## src/hdl/cfpc_pkg.sv

```systemverilog
package cfpc_pkg;

    // Egress queue geometry
    localparam int QUEUE_DEPTH = 16;
    localparam int QPTR_W      = (QUEUE_DEPTH > 1) ? $clog2(QUEUE_DEPTH) : 1;
    localparam int QCNT_W      = $clog2(QUEUE_DEPTH + 1);

    // Field widths
    localparam int TAG_W   = 16;
    localparam int SIZE_W  = 16;
    localparam int NODE_W  = 16;
    localparam int LIMIT_W = 20;
    localparam int TOTAL_W = 48;
    localparam int OP_W    = 2;
    localparam int KIND_W  = 2;

    // Queued bytes never exceed QUEUE_DEPTH * (2**SIZE_W - 1)
    localparam int QBYTES_W = QPTR_W + SIZE_W;
    localparam int CMP_W    = (QBYTES_W + 1 > LIMIT_W) ? QBYTES_W + 1 : LIMIT_W;
    localparam int CRED_W   = LIMIT_W + 1;

    // Drain limit per tick
    localparam int MAX_OUT = 16;
    localparam int NCNT_W  = $clog2(MAX_OUT + 1);

    // Size used when a message carries no size
    localparam int DEFAULT_BYTES = 64;

    // Command queue between front and back
    localparam int CMDQ_DEPTH = 2;
    localparam int CMDQ_PTR_W = $clog2(CMDQ_DEPTH);
    localparam int CMDQ_CNT_W = $clog2(CMDQ_DEPTH + 1);

    // Configuration port
    localparam int CFG_IDX_W  = 2;
    localparam int CFG_DATA_W = 20;

    typedef enum logic [CFG_IDX_W-1:0] {
        REG_SELF_NODE     = 2'd0,
        REG_BUFFER_LIMIT  = 2'd1,
        REG_CREDIT_WINDOW = 2'd2
    } cfg_reg_t;

    typedef enum logic [OP_W-1:0] {
        OP_SEND    = 2'd0,
        OP_TICK    = 2'd1,
        OP_CREDIT  = 2'd2,
        OP_DELIVER = 2'd3
    } op_t;

    typedef enum logic [2:0] {
        CMD_SEND   = 3'd0,
        CMD_RESET  = 3'd1,
        CMD_TICK   = 3'd2,
        CMD_CREDIT = 3'd3,
        CMD_RETURN = 3'd4
    } cmd_kind_t;

    typedef enum logic [KIND_W-1:0] {
        RES_SEND_RSP = 2'd0,
        RES_XMIT     = 2'd1,
        RES_CREDIT   = 2'd2,
        RES_RESET    = 2'd3
    } res_kind_t;

    typedef struct packed {
        cmd_kind_t          kind;
        logic [TAG_W-1:0]   tag;
        logic [SIZE_W-1:0]  bytes;
        logic               ctl;
        logic [NODE_W-1:0]  peer;
    } cmd_t;

    typedef struct packed {
        res_kind_t          kind;
        logic               accepted;
        logic [TAG_W-1:0]   tag;
        logic [SIZE_W-1:0]  bytes;
        logic [NODE_W-1:0]  src;
        logic [NODE_W-1:0]  dst;
        logic [TOTAL_W-1:0] total;
        logic               last;
    } res_t;

    typedef struct packed {
        logic [TAG_W-1:0]  tag;
        logic [SIZE_W-1:0] size;
        logic              ctl;
    } qent_t;

    // Handshake between a producer and a consumer of commands
    typedef struct packed {
        logic valid;
        cmd_t cmd;
    } cmd_push_t;

    function automatic logic [QPTR_W-1:0] qptr_inc(input logic [QPTR_W-1:0] p);
        return (p == QPTR_W'(QUEUE_DEPTH - 1)) ? '0 : p + QPTR_W'(1);
    endfunction

endpackage

```

## src/hdl/cfpc_front.sv

```systemverilog
module cfpc_front (
    input  logic                         s_valid,
    output logic                         s_ready,
    input  logic [cfpc_pkg::OP_W-1:0]    s_operation,
    input  logic [cfpc_pkg::TAG_W-1:0]   s_msg_tag,
    input  logic [cfpc_pkg::SIZE_W-1:0]  s_msg_size,
    input  logic                         s_is_control,
    input  logic                         s_is_reset,
    input  logic [cfpc_pkg::NODE_W-1:0]  s_peer_node,
    output cfpc_pkg::cmd_push_t          push,
    input  logic                         push_ready
);
    import cfpc_pkg::*;

    logic              drop;
    logic [SIZE_W-1:0] eff_bytes;
    cmd_t              cmd;

    // Zero size means no size given
    assign eff_bytes = (s_msg_size == '0) ? SIZE_W'(DEFAULT_BYTES) : s_msg_size;

    always_comb begin
        drop      = 1'b0;
        cmd.kind  = CMD_SEND;
        cmd.tag   = s_msg_tag;
        cmd.bytes = eff_bytes;
        cmd.ctl   = s_is_control;
        cmd.peer  = s_peer_node;
        unique case (op_t'(s_operation))
            OP_SEND: begin
                cmd.kind = s_is_reset ? CMD_RESET : CMD_SEND;
            end
            OP_TICK: begin
                cmd.kind = CMD_TICK;
            end
            OP_CREDIT: begin
                // raw amount; an empty credit changes nothing
                cmd.kind  = CMD_CREDIT;
                cmd.bytes = s_msg_size;
                drop      = (s_msg_size == '0);
            end
            OP_DELIVER: begin
                // control deliveries return no credit
                cmd.kind = CMD_RETURN;
                drop     = s_is_control;
            end
            default: begin
                drop = 1'b1;
            end
        endcase
    end

    assign s_ready    = push_ready;
    assign push.valid = s_valid & ~drop;
    assign push.cmd   = cmd;

endmodule

```

## src/hdl/cfpc_cmdq.sv

```systemverilog
module cfpc_cmdq (
    input  logic                aclk,
    input  logic                aresetn,
    input  cfpc_pkg::cmd_push_t push,
    output logic                push_ready,
    output logic                pop_valid,
    output cfpc_pkg::cmd_t      pop_cmd,
    input  logic                pop_ready
);
    import cfpc_pkg::*;

    cmd_t                  slot_reg [CMDQ_DEPTH];
    logic [CMDQ_PTR_W-1:0] wr_ptr_reg, wr_ptr_next;
    logic [CMDQ_PTR_W-1:0] rd_ptr_reg, rd_ptr_next;
    logic [CMDQ_CNT_W-1:0] cnt_reg, cnt_next;
    logic                  do_push, do_pop;

    assign push_ready = (cnt_reg != CMDQ_CNT_W'(CMDQ_DEPTH));
    assign pop_valid  = (cnt_reg != '0);
    assign pop_cmd    = slot_reg[rd_ptr_reg];
    assign do_push    = push.valid & push_ready;
    assign do_pop     = pop_valid & pop_ready;

    always_comb begin
        wr_ptr_next = wr_ptr_reg;
        rd_ptr_next = rd_ptr_reg;
        cnt_next    = cnt_reg;
        if (do_push) begin
            wr_ptr_next = (wr_ptr_reg == CMDQ_PTR_W'(CMDQ_DEPTH - 1)) ? '0
                        : wr_ptr_reg + CMDQ_PTR_W'(1);
        end
        if (do_pop) begin
            rd_ptr_next = (rd_ptr_reg == CMDQ_PTR_W'(CMDQ_DEPTH - 1)) ? '0
                        : rd_ptr_reg + CMDQ_PTR_W'(1);
        end
        if (do_push && !do_pop) begin
            cnt_next = cnt_reg + CMDQ_CNT_W'(1);
        end else if (!do_push && do_pop) begin
            cnt_next = cnt_reg - CMDQ_CNT_W'(1);
        end
    end

    always_ff @(posedge aclk) begin
        if (!aresetn) begin
            wr_ptr_reg <= '0;
            rd_ptr_reg <= '0;
            cnt_reg    <= '0;
        end else begin
            wr_ptr_reg <= wr_ptr_next;
            rd_ptr_reg <= rd_ptr_next;
            cnt_reg    <= cnt_next;
        end
    end

    always_ff @(posedge aclk) begin
        if (do_push) begin
            slot_reg[wr_ptr_reg] <= push.cmd;
        end
    end

endmodule

```

## src/hdl/cfpc_back.sv

```systemverilog
module cfpc_back (
    input  logic                             aclk,
    input  logic                             aresetn,
    input  logic                             cfg_wr_en,
    input  logic [cfpc_pkg::CFG_IDX_W-1:0]   cfg_index,
    input  logic [cfpc_pkg::CFG_DATA_W-1:0]  cfg_wdata,
    input  logic                             cmd_valid,
    input  cfpc_pkg::cmd_t                   cmd,
    output logic                             cmd_ready,
    output logic                             res_valid,
    output cfpc_pkg::res_t                   res,
    input  logic                             res_ready
);
    import cfpc_pkg::*;

    typedef enum logic [2:0] {
        ST_IDLE = 3'b001,
        ST_RD   = 3'b010,
        ST_CHK  = 3'b100
    } state_t;

    state_t              state_reg, state_next;
    qent_t               mem [QUEUE_DEPTH];
    qent_t               rd_data_reg;
    logic                mem_we;
    qent_t               wr_ent;

    logic [QPTR_W-1:0]   head_reg, head_next;
    logic [QPTR_W-1:0]   tail_reg, tail_next;
    logic [QCNT_W-1:0]   count_reg, count_next;
    logic [QBYTES_W-1:0] qbytes_reg, qbytes_next;
    logic [CRED_W-1:0]   credit_reg, credit_next;
    logic [TOTAL_W-1:0]  total_reg, total_next;
    logic [NCNT_W-1:0]   nsent_reg, nsent_next;
    res_t                held_reg, held_next;
    logic                held_vld_reg, held_vld_next;
    res_t                out_reg, out_data;
    logic                out_vld_reg, out_load;
    logic [NODE_W-1:0]   self_node_reg, self_node_next;
    logic [LIMIT_W-1:0]  limit_reg, limit_next;
    logic [LIMIT_W-1:0]  window_reg, window_next;

    logic                out_free;
    logic                send_ok;
    logic [CMP_W-1:0]    send_sum;
    logic [CRED_W-1:0]   credit_sum;
    logic                sendable;
    logic [TOTAL_W-1:0]  total_after;

    assign out_free    = ~out_vld_reg | res_ready;
    assign send_sum    = CMP_W'(qbytes_reg) + CMP_W'(cmd.bytes);
    assign send_ok     = (count_reg < QCNT_W'(QUEUE_DEPTH))
                       && ((limit_reg == '0) || (send_sum <= CMP_W'(limit_reg)));
    assign credit_sum  = credit_reg + CRED_W'(cmd.bytes);
    assign total_after = total_reg + TOTAL_W'(rd_data_reg.size);
    assign sendable    = (count_reg != '0) && (nsent_reg < NCNT_W'(MAX_OUT))
                       && (rd_data_reg.ctl || (window_reg == '0)
                           || (credit_reg >= CRED_W'(rd_data_reg.size)));

    assign wr_ent.tag  = cmd.tag;
    assign wr_ent.size = cmd.bytes;
    assign wr_ent.ctl  = cmd.ctl;

    always_comb begin
        state_next     = state_reg;
        head_next      = head_reg;
        tail_next      = tail_reg;
        count_next     = count_reg;
        qbytes_next    = qbytes_reg;
        credit_next    = credit_reg;
        total_next     = total_reg;
        nsent_next     = nsent_reg;
        held_next      = held_reg;
        held_vld_next  = held_vld_reg;
        self_node_next = self_node_reg;
        limit_next     = limit_reg;
        window_next    = window_reg;
        cmd_ready      = 1'b0;
        mem_we         = 1'b0;
        out_load       = 1'b0;
        out_data       = '0;
        out_data.total = total_reg;
        out_data.last  = 1'b1;

        unique case (state_reg)
            ST_IDLE: begin
                if (cmd_valid) begin
                    case (cmd.kind)
                        CMD_SEND: begin
                            if (out_free) begin
                                cmd_ready         = 1'b1;
                                out_load          = 1'b1;
                                out_data.kind     = RES_SEND_RSP;
                                out_data.accepted = send_ok;
                                if (send_ok) begin
                                    mem_we      = 1'b1;
                                    tail_next   = qptr_inc(tail_reg);
                                    count_next  = count_reg + QCNT_W'(1);
                                    qbytes_next = qbytes_reg + QBYTES_W'(cmd.bytes);
                                end
                            end
                        end
                        CMD_RESET: begin
                            if (out_free) begin
                                cmd_ready         = 1'b1;
                                out_load          = 1'b1;
                                out_data.kind     = RES_RESET;
                                out_data.accepted = 1'b1;
                                out_data.tag      = cmd.tag;
                            end
                        end
                        CMD_TICK: begin
                            cmd_ready     = 1'b1;
                            nsent_next    = '0;
                            held_vld_next = 1'b0;
                            state_next    = ST_RD;
                        end
                        CMD_CREDIT: begin
                            cmd_ready = 1'b1;
                            if (window_reg != '0) begin
                                credit_next = (credit_sum > CRED_W'(window_reg))
                                            ? CRED_W'(window_reg) : credit_sum;
                            end
                        end
                        CMD_RETURN: begin
                            if (out_free) begin
                                cmd_ready      = 1'b1;
                                out_load       = 1'b1;
                                out_data.kind  = RES_CREDIT;
                                out_data.bytes = cmd.bytes;
                                out_data.src   = self_node_reg;
                                out_data.dst   = cmd.peer;
                            end
                        end
                        default: begin
                            cmd_ready = 1'b1;
                        end
                    endcase
                end
            end
            ST_RD: begin
                // head entry lands in rd_data_reg
                state_next = ST_CHK;
            end
            ST_CHK: begin
                if (sendable) begin
                    if (!held_vld_reg || out_free) begin
                        if (held_vld_reg) begin
                            out_load = 1'b1;
                            out_data = held_reg;
                        end
                        if (!rd_data_reg.ctl && (window_reg != '0)) begin
                            credit_next = credit_reg - CRED_W'(rd_data_reg.size);
                        end
                        total_next  = total_after;
                        qbytes_next = (qbytes_reg > QBYTES_W'(rd_data_reg.size))
                                    ? qbytes_reg - QBYTES_W'(rd_data_reg.size) : '0;
                        head_next   = qptr_inc(head_reg);
                        count_next  = count_reg - QCNT_W'(1);
                        nsent_next  = nsent_reg + NCNT_W'(1);
                        held_next          = '0;
                        held_next.kind     = RES_XMIT;
                        held_next.tag      = rd_data_reg.tag;
                        held_next.bytes    = rd_data_reg.size;
                        held_next.total    = total_after;
                        held_vld_next      = 1'b1;
                        state_next         = ST_RD;
                    end
                end else if (!held_vld_reg) begin
                    state_next = ST_IDLE;
                end else if (out_free) begin
                    // close the drain: the held item is the final one
                    out_load      = 1'b1;
                    out_data      = held_reg;
                    out_data.last = 1'b1;
                    held_vld_next = 1'b0;
                    state_next    = ST_IDLE;
                end
            end
            default: begin
                state_next = ST_IDLE;
            end
        endcase

        if (cfg_wr_en) begin
            unique case (cfg_index)
                REG_SELF_NODE:     self_node_next = cfg_wdata[NODE_W-1:0];
                REG_BUFFER_LIMIT:  limit_next     = cfg_wdata[LIMIT_W-1:0];
                REG_CREDIT_WINDOW: begin
                    window_next = cfg_wdata[LIMIT_W-1:0];
                    credit_next = CRED_W'(cfg_wdata[LIMIT_W-1:0]);
                end
                default: ;
            endcase
        end
    end

    always_ff @(posedge aclk) begin
        if (!aresetn) begin
            state_reg     <= ST_IDLE;
            head_reg      <= '0;
            tail_reg      <= '0;
            count_reg     <= '0;
            qbytes_reg    <= '0;
            credit_reg    <= '0;
            total_reg     <= '0;
            nsent_reg     <= '0;
            held_vld_reg  <= 1'b0;
            out_vld_reg   <= 1'b0;
            self_node_reg <= '0;
            limit_reg     <= '0;
            window_reg    <= '0;
        end else begin
            state_reg     <= state_next;
            head_reg      <= head_next;
            tail_reg      <= tail_next;
            count_reg     <= count_next;
            qbytes_reg    <= qbytes_next;
            credit_reg    <= credit_next;
            total_reg     <= total_next;
            nsent_reg     <= nsent_next;
            held_vld_reg  <= held_vld_next;
            self_node_reg <= self_node_next;
            limit_reg     <= limit_next;
            window_reg    <= window_next;
            if (out_load) begin
                out_vld_reg <= 1'b1;
            end else if (res_ready) begin
                out_vld_reg <= 1'b0;
            end
        end
    end

    always_ff @(posedge aclk) begin
        held_reg <= held_next;
        if (out_load) begin
            out_reg <= out_data;
        end
    end

    // Egress entries: one write port at the tail, registered read at the head
    always_ff @(posedge aclk) begin
        if (mem_we) begin
            mem[tail_reg] <= wr_ent;
        end
        rd_data_reg <= mem[head_reg];
    end

    assign res_valid = out_vld_reg;
    assign res       = out_reg;

endmodule

```

## src/hdl/credit_flow_control_port.sv

```systemverilog
// Byte-credit flow control for one fabric port.
//
// Input channel (s_*): one item per event. operation selects send request,
// tick, credit arrival or delivery of a received message. Result channel
// (m_*): zero or more items per input; m_last marks the final one.
// Configuration: cfg_wr_en/cfg_index/cfg_wdata write self_node, the egress
// byte limit and the credit window (writing the window reloads the credit).
//
// Timing: the front takes an item in any cycle in which the two-entry command
// queue has room. The back executes one command at a time: a send, reset
// forward, credit return or credit arrival is handled from the idle state; a
// tick starts the drain, then for each transmitted item reads the head from
// the egress memory and then does the credit check, and finally closes the
// drain. Results come from the back's output register.
//
// Reset (aresetn low, synchronous) empties the egress queue, zeroes credit,
// totals and config registers. No clearing pass is needed. When the receiver
// stalls the output register holds its item, the back waits at the next result
// it must load, and the command queue fills before s_ready drops.
module credit_flow_control_port (
    input  logic                             aclk,
    input  logic                             aresetn,
    // configuration
    input  logic                             cfg_wr_en,
    input  logic [cfpc_pkg::CFG_IDX_W-1:0]   cfg_index,
    input  logic [cfpc_pkg::CFG_DATA_W-1:0]  cfg_wdata,
    // input items
    input  logic                             s_valid,
    output logic                             s_ready,
    input  logic [cfpc_pkg::OP_W-1:0]        s_operation,
    input  logic [cfpc_pkg::TAG_W-1:0]       s_msg_tag,
    input  logic [cfpc_pkg::SIZE_W-1:0]      s_msg_size,
    input  logic                             s_is_control,
    input  logic                             s_is_reset,
    input  logic [cfpc_pkg::NODE_W-1:0]      s_peer_node,
    // result items
    output logic                             m_valid,
    input  logic                             m_ready,
    output logic [cfpc_pkg::KIND_W-1:0]      m_kind,
    output logic                             m_accepted,
    output logic [cfpc_pkg::TAG_W-1:0]       m_tag_out,
    output logic [cfpc_pkg::SIZE_W-1:0]      m_bytes_out,
    output logic [cfpc_pkg::NODE_W-1:0]      m_src_node_out,
    output logic [cfpc_pkg::NODE_W-1:0]      m_dst_node_out,
    output logic [cfpc_pkg::TOTAL_W-1:0]     m_sent_total,
    output logic                             m_last
);
    import cfpc_pkg::*;

    cmd_push_t push;
    logic      push_ready;
    logic      cmd_valid;
    cmd_t      cmd;
    logic      cmd_ready;
    res_t      res;

    // Front: classify the item, drop events that do nothing
    cfpc_front u_front (
        .s_valid      (s_valid),
        .s_ready      (s_ready),
        .s_operation  (s_operation),
        .s_msg_tag    (s_msg_tag),
        .s_msg_size   (s_msg_size),
        .s_is_control (s_is_control),
        .s_is_reset   (s_is_reset),
        .s_peer_node  (s_peer_node),
        .push         (push),
        .push_ready   (push_ready)
    );

    // Decouple front from back
    cfpc_cmdq u_cmdq (
        .aclk       (aclk),
        .aresetn    (aresetn),
        .push       (push),
        .push_ready (push_ready),
        .pop_valid  (cmd_valid),
        .pop_cmd    (cmd),
        .pop_ready  (cmd_ready)
    );

    // Back: egress queue, credit, drain sequencer, output register
    cfpc_back u_back (
        .aclk      (aclk),
        .aresetn   (aresetn),
        .cfg_wr_en (cfg_wr_en),
        .cfg_index (cfg_index),
        .cfg_wdata (cfg_wdata),
        .cmd_valid (cmd_valid),
        .cmd       (cmd),
        .cmd_ready (cmd_ready),
        .res_valid (m_valid),
        .res       (res),
        .res_ready (m_ready)
    );

    assign m_kind         = res.kind;
    assign m_accepted     = res.accepted;
    assign m_tag_out      = res.tag;
    assign m_bytes_out    = res.bytes;
    assign m_src_node_out = res.src;
    assign m_dst_node_out = res.dst;
    assign m_sent_total   = res.total;
    assign m_last         = res.last;

endmodule

```

## config.mk

```make
export PLATFORM = sky130hd
export DESIGN_NAME = credit_flow_control_port
export DESIGN_NICKNAME = d
export VERILOG_FILES = /design/src/hdl/cfpc_pkg.sv /design/src/hdl/cfpc_front.sv /design/src/hdl/cfpc_cmdq.sv /design/src/hdl/cfpc_back.sv /design/src/hdl/credit_flow_control_port.sv
export SDC_FILE = /design/constraint.sdc
export NUM_CORES = 2
export LEC_CHECK = 0
export BUFFER_PORTS_ARGS = -buffer_cell sky130_fd_sc_hd__buf_2
export CAP_MARGIN = 20
export CELL_PAD_IN_SITES_DETAIL_PLACEMENT = 0
export CELL_PAD_IN_SITES_GLOBAL_PLACEMENT = 1
export CORE_AREA = 5 5 299 301
export DETAILED_ROUTE_END_ITERATION = 10
export DIE_AREA = 0 0 304 306
export PLACE_DENSITY = 0.79
export SLEW_MARGIN = 0
export SYNTH_ARGS = -nofsm -noshare
export SYNTH_HDL_FRONTEND = slang
export SYNTH_SLANG_ARGS = --single-unit
```

## constraint.sdc

```tcl
create_clock -name aclk -period 10.1 [get_ports aclk]
set_clock_uncertainty 0.1 [all_clocks]
set_input_delay 1.01 -clock aclk [delete_from_list [all_inputs] [get_ports aclk]]
set_output_delay 1.01 -clock aclk [all_outputs]
set_load 0.01 [all_outputs]
```

# Yosys cells after proc, flatten, opt, wreduce, memory -nomap -nowiden
# Memories as Yosys holds them, arrays and structs flattened. A register that Yosys moved wholly into a read port is not among the register bits.
# Index checks and enable logic that the tools add are counted.
# classes
addsub,15
magnitude_cmp,6
n_eq_ne,24
n_mux,95
bitwise_logic,6
reduce_logical,36
# ops
operator,count
$mux W116,3
$mux W115,2
$mux W21,9
$mux W20,7
$pmux W67 S2,1
$mux W48,2
$mux W67,1
$mux W5,10
$mux W49,1
$add A48 B16 Y48,1
$mux W16,3
$pmux W21 S2,1
$logic_not A20 Y1,2
$pmux W20 S2,1
$mux W1,33
$add A20 B16 Y21,1
$add A21 B16 Y21,1
$ge A21 B16 Y1,1
$gt A21 B20 Y1,1
$le A21 B20 Y1,1
$sub A21 B16 Y21,1
$add A20 B16 Y20,1
$gt A20 B16 Y1,1
$pmux W5 S2,2
other kinds (44),95
# word_totals
ff_bits,368
ram_bits,632
input_bits,79
out_inout_bits,118
wordCells,211
n_memories,2
# memory_table
name,words,word_bits,read_ports,rd_clocked_by_memory_dff,wr,line,source
u_back.mem,16,33,1,1,1,cfpc_back.sv:23,qent_t mem [QUEUE_DEPTH];
u_cmdq.slot_reg,2,52,1,1,1,cfpc_cmdq.sv:12,cmd_t slot_reg [CMDQ_DEPTH];

# Longest topological paths before layout
# depth
depth_word,11
mapped_depth,25
mapped_depth_nobuf,21

# By module
# Synthesis repeated with hierarchy kept, for this count alone.
# hier_totals
cells_unflattened,3046
hier_area_um2,44813.0
# by_module_without_submodules
mod,instances,cells_each,area_each_um2,seq_area_each_um2
cfpc_back,1,2794,40378.7,25764.7
cfpc_cmdq,1,186,3981.3,3223.1
cfpc_front,1,66,452.9,0.0

# Least setup slack after synthesis
# OpenSTA, ideal clock, no wires.
# synth_path
path_type,register to register
startpoint,register with a tool-made name
endpoint,"memory u_back.mem[3][0] (netlist name), enable pin"
setup_ps,464
arrival_time_ps,6871
required_ps,9536
slack_ps,2665
stages_incl_launch_ff,21
path_buffers,2
synth_period_minus_slack_ps,7435
cell_sequence,dfxtp_1 -> buf_2 -> buf_1 -> mux2_2 -> ha_1 -> nor2b_1 -> o31a_1 -> o21a_1 -> a21oi_1 -> o21ai_0 -> xor2_1 -> ha_1 -> a21oi_1 -> o21ai_0 -> a2111oi_0 -> a211oi_1 -> o31ai_1 -> a32oi_1 -> nor2_2 -> nand2_1 -> nor3_1
# synth_lines
element,line
end: declaration,cfpc_back.sv:23

==> impl_metrics.csv <==
group,metric,value,unit
final_layout,drive_gt1_share,20.0,%
critical_path,cp-start-kind,"flip-flop",
critical_path,crit_path_top_delay_cell,"mux2i_2",
sta,period_share,71.0,%
final_layout,design_area,50600,µm²
critical_path,worstSetupEndpointType,"flip-flop",
clock_network,clock-root-buffer,"clkbuf_16",
critical_path,critPathArrivalTime,7600,ps
yosys,yosysWarnings,0,
grt,track_usage,23.4,%
final_layout,nFillCells,6588,
floorplanning,die-width,304,µm
critical_path,cpPeakStageDelay,730,ps
final_layout,area_delta_synth_final,13.9,%
power,p_per_area,217,nW/µm²
yosys,synth_edf_count,828,
final_layout,antenna_cells,0,
clock_network,post_cts.repair.setup_buffers,0,
critical_path,critPathBufInv,2,
yosys,ys_types,95,
grt,grt_overflow_total,0,
sta,tightest_slew,1160,ps
grt,grt_pass1_vias,27000,
sta,worst_slew_margin_rel,22.8,%
place,io_buffer_count,196,
yosys,ys_seq_elements,1034,
place,gp_congestion,0.888,
critical_path,crit_chain,"mux2i_1, inv_1, ha_1, a211oi_1, o21ai_0, a221oi_1, a21oi_1, a311o_1, a21o_1, nand3b_1, nand2b_1, ha_1, a2111oi_0, o21ai_0, o41ai_2, nand2b_1, mux2i_2, buf_4, mux2i_1, o221ai_1",
power,internal-power,8.05,mW
yosys,yosys.area.top_type,"edfxtp_1",
power,power_frac_clock,36.9,%
sta,finalHoldViolCount,0,
final_layout,largest_reg_flops,528,
yosys,syn_avg_cell_area,14.4,µm²
critical_path,cp_top_family,"compound AO/OA/AOI/OAI gates",
floorplanning,core-area,86300,µm²
sta,drv_slew,0,
yosys,synthCells,3085,
floorplanning,start_util,51.4,%
floorplanning,die_h,306,µm
place,hpwl,72500,µm
run,drv_cap,0,
critical_path,worstPathMaxFanout,18,
final_layout,num-nets-final,3502,
clock_network,htreeDepth,3,
yosys,netlist_top_cells_area,"edfxtp_1 (56%), dfxtp_1 (9.3%), mux4_2 (8.4%)",
power,pwr-share-seq,47.2,%
yosys,yosysTopAreaCellShare,56.0,%
sta,fin_setup_tns,0,ps
critical_path,critical_path_class,"flip-flop to flip-flop",
floorplanning,io_pins,197,
yosys,synth_fp_nets,3304,
grt,grt_pass1_wl,167000,µm
routing,post_drt_wl_per_cell,24.6,µm
grt,grt_start_max_net_pins,70,
sta,setup_viol,0,
power,sw_frac_of_total,26.7,%
min_path,hp-class,"flip-flop to flip-flop",
clock_network,cts_tree,"done",
clock_network,clk-insertion-delay-late,670,ps
clock_network,clk_path_buf_depth,3,
routing,first_pass_iters,6,
power,pwr-share-comb,15.9,%
clock_network,clk_pin_slew_worst_paths,70,ps
outcome,status,"completed",
routing,num_vias,26900,
routing,via_per_inst,5.93,
floorplanning,die_area,93000,µm²
clock_network,clock_sinks,1034,
yosys,async_flop_share,0,%
floorplanning,num_rows,108,
critical_path,required,10530,ps
routing,ant_nets,0,
yosys,ys_seq_area_share,65.3,%
yosys,ys.flop_type,"edfxtp_1",
routing,initialDrtViolationCount,2342,
grt,grt_antenna_before_repair,5,
power,irDropWorstVdd,0.172,mV
sta,final.min_clock_period,7180,ps
power,p_sw,2.93,mW
place,placed_cell_area,46900,µm²
routing,drt_wl_total,111000,µm
clock_network,holdBufCountCts,0,
sta,max_freq,0.139,GHz
routing,remaining_drc_errors,0,
yosys,synth_area,44400,µm²
power,p_leak,17.6,nW
clock_network,cts_resized,0,
sta,rsz0062_at_grt,"false",
clock_network,cts_buffers,103,
-- cell usage in the layout, fill, tap and decap left out, types with 15 or more instances in the layout --
cell type and n:
a211oi_1 18, a21o_1 25, a21oi_1 151, a22o_1 19, a22oi_1 16, a31oi_1 18
a32o_1 16, and2_1 19, and3_1 15, buf_2 196, buf_4 35, bufinv_16 16
clkbuf_1 24, clkbuf_16 103, dfxtp_1 202, edfxtp_1 828, ha_1 134, inv_1 100
mux2_2 34, mux2i_1 41, mux4_2 165, nand2_1 358, nand2b_1 24, nand3_1 44
nand4_1 26, nor2_1 154, nor2b_1 20, nor3_1 39, nor4_1 22, o21a_1 24
o21ai_0 89, xnor2_1 80, xor2_1 56
-- power by group through the flow --
stage                     combinational, mW  sequential, mW  clock (mW)
after floorplan                        1.02            5.33           0
after global routing                   1.90            5.20        4.32
final                                  1.75            5.18        4.05
after CTS                              1.75            5.18        4.12
after detailed placement               1.74            5.27           0
after global placement                 1.69            5.26           0
-- cell type report --
class / instances / area, µm² / share of cell area [%]
flip-flops and latches: 1034 / 29000 / 57.4
multi-input cells: 1798 / 14600 / 28.8
clock buffers: 141 / 2860 / 5.66
repair buffers: 244 / 1530 / 3.02
well taps: 1155 / 1450 / 2.86
clock inverters: 54 / 783 / 1.55
inverters: 102 / 388 / 0.767
-- per-layer routing --
metal | wire length, µm | part of all wire (%) | global-route usage (%) | vias up
met5 | 12 | 0.011 | 0 | -
met4 | 3680 | 3.3 | 7.27 | 2
met2 | 54500 | 49 | 39.5 | 957
met3 | 7010 | 6.3 | 3.80 | 204
met1 | 46200 | 41 | 31.7 | 13600
li1 | - | - | - | 12100
-- metrics by stage --
step | setup slack, ps | utilization (%) | total power [mW] | hold slack, ps | std cells
2_1_floorplan | 2660 | - | 6.36 | 286 | 3085
3_3_place_gp | 3000 | 54.0 | 6.96 | 290 | 4320
3_5_place_dp | 3020 | 54.3 | 7.01 | 290 | 4332
4_1_cts | 3020 | 58.5 | 11.1 | 311 | 4527
5_1_grt | 2380 | 58.5 | 11.4 | 313 | 4528
6_report | 2920 | 58.5 | 11.0 | 309 | 4528
-- final timing paths --
| check | endpoint | slack, ps | depth (start not counted) | start |
|---|---|---|---|---|
| setup / recovery | u_back.credit_reg[2] | 2920 | 20 | flip-flop |
| hold / removal | u_back.held_reg[111] | 310 | 0 | u_back.rd_data_reg[31] |
| setup reg to reg | u_back.credit_reg[2] | 2920 | 20 | flip-flop |
| hold reg to reg | u_back.held_reg[111] | 310 | 0 | u_back.rd_data_reg[31] |
-- cells in the mapped netlist, types with 5 or more instances --
cell	n
a21o_1	25
a21oi_1	151
mux4_2	165
fa_1	6
o221a_2	5
o31a_1	6
nor4_1	22
ha_1	134
nor3b_1	5
o221ai_1	11
nor2_1	167
a22o_1	19
a211o_1	5
a22oi_1	16
buf_2	16
inv_1	101
dfxtp_1	206
and2_1	20
o21a_1	24
o211ai_1	11
mux2_2	34
and3_1	16
mux2i_1	41
nand2_1	358
a32o_1	16
nor2b_1	21
clkbuf_1	113
edfxtp_1	828
o21ai_0	89
xnor2_1	80
or4_1	5
xor2_1	56
a31oi_1	18
a211oi_1	19
o21ai_1	8
or3_1	14
o21bai_1	7
nand2b_1	24
buf_1	16
nor3_1	43
nand4_1	26
nand3_1	46
-- kinds of logic (layout without fill, tap and decap cells) --
| kind of cell | after synthesis | after routing | synth area share (%) |
|---|---|---|---|
| buffers and inverters | 253 | 541 | 2.29 |
| XOR/XNOR | 136 | 136 | 2.68 |
| multiplexers | 241 | 241 | 10.2 |
| AO/OA/AOI/OAI | 485 | 485 | 7.28 |
| flip-flops | 1034 | 1034 | 65.3 |
| AND/OR/NAND/NOR | 796 | 796 | 8.23 |
| adder cells (fa/ha/maj) | 140 | 140 | 4.05 |
No activity file was read; power rests on OpenSTA's default activity.
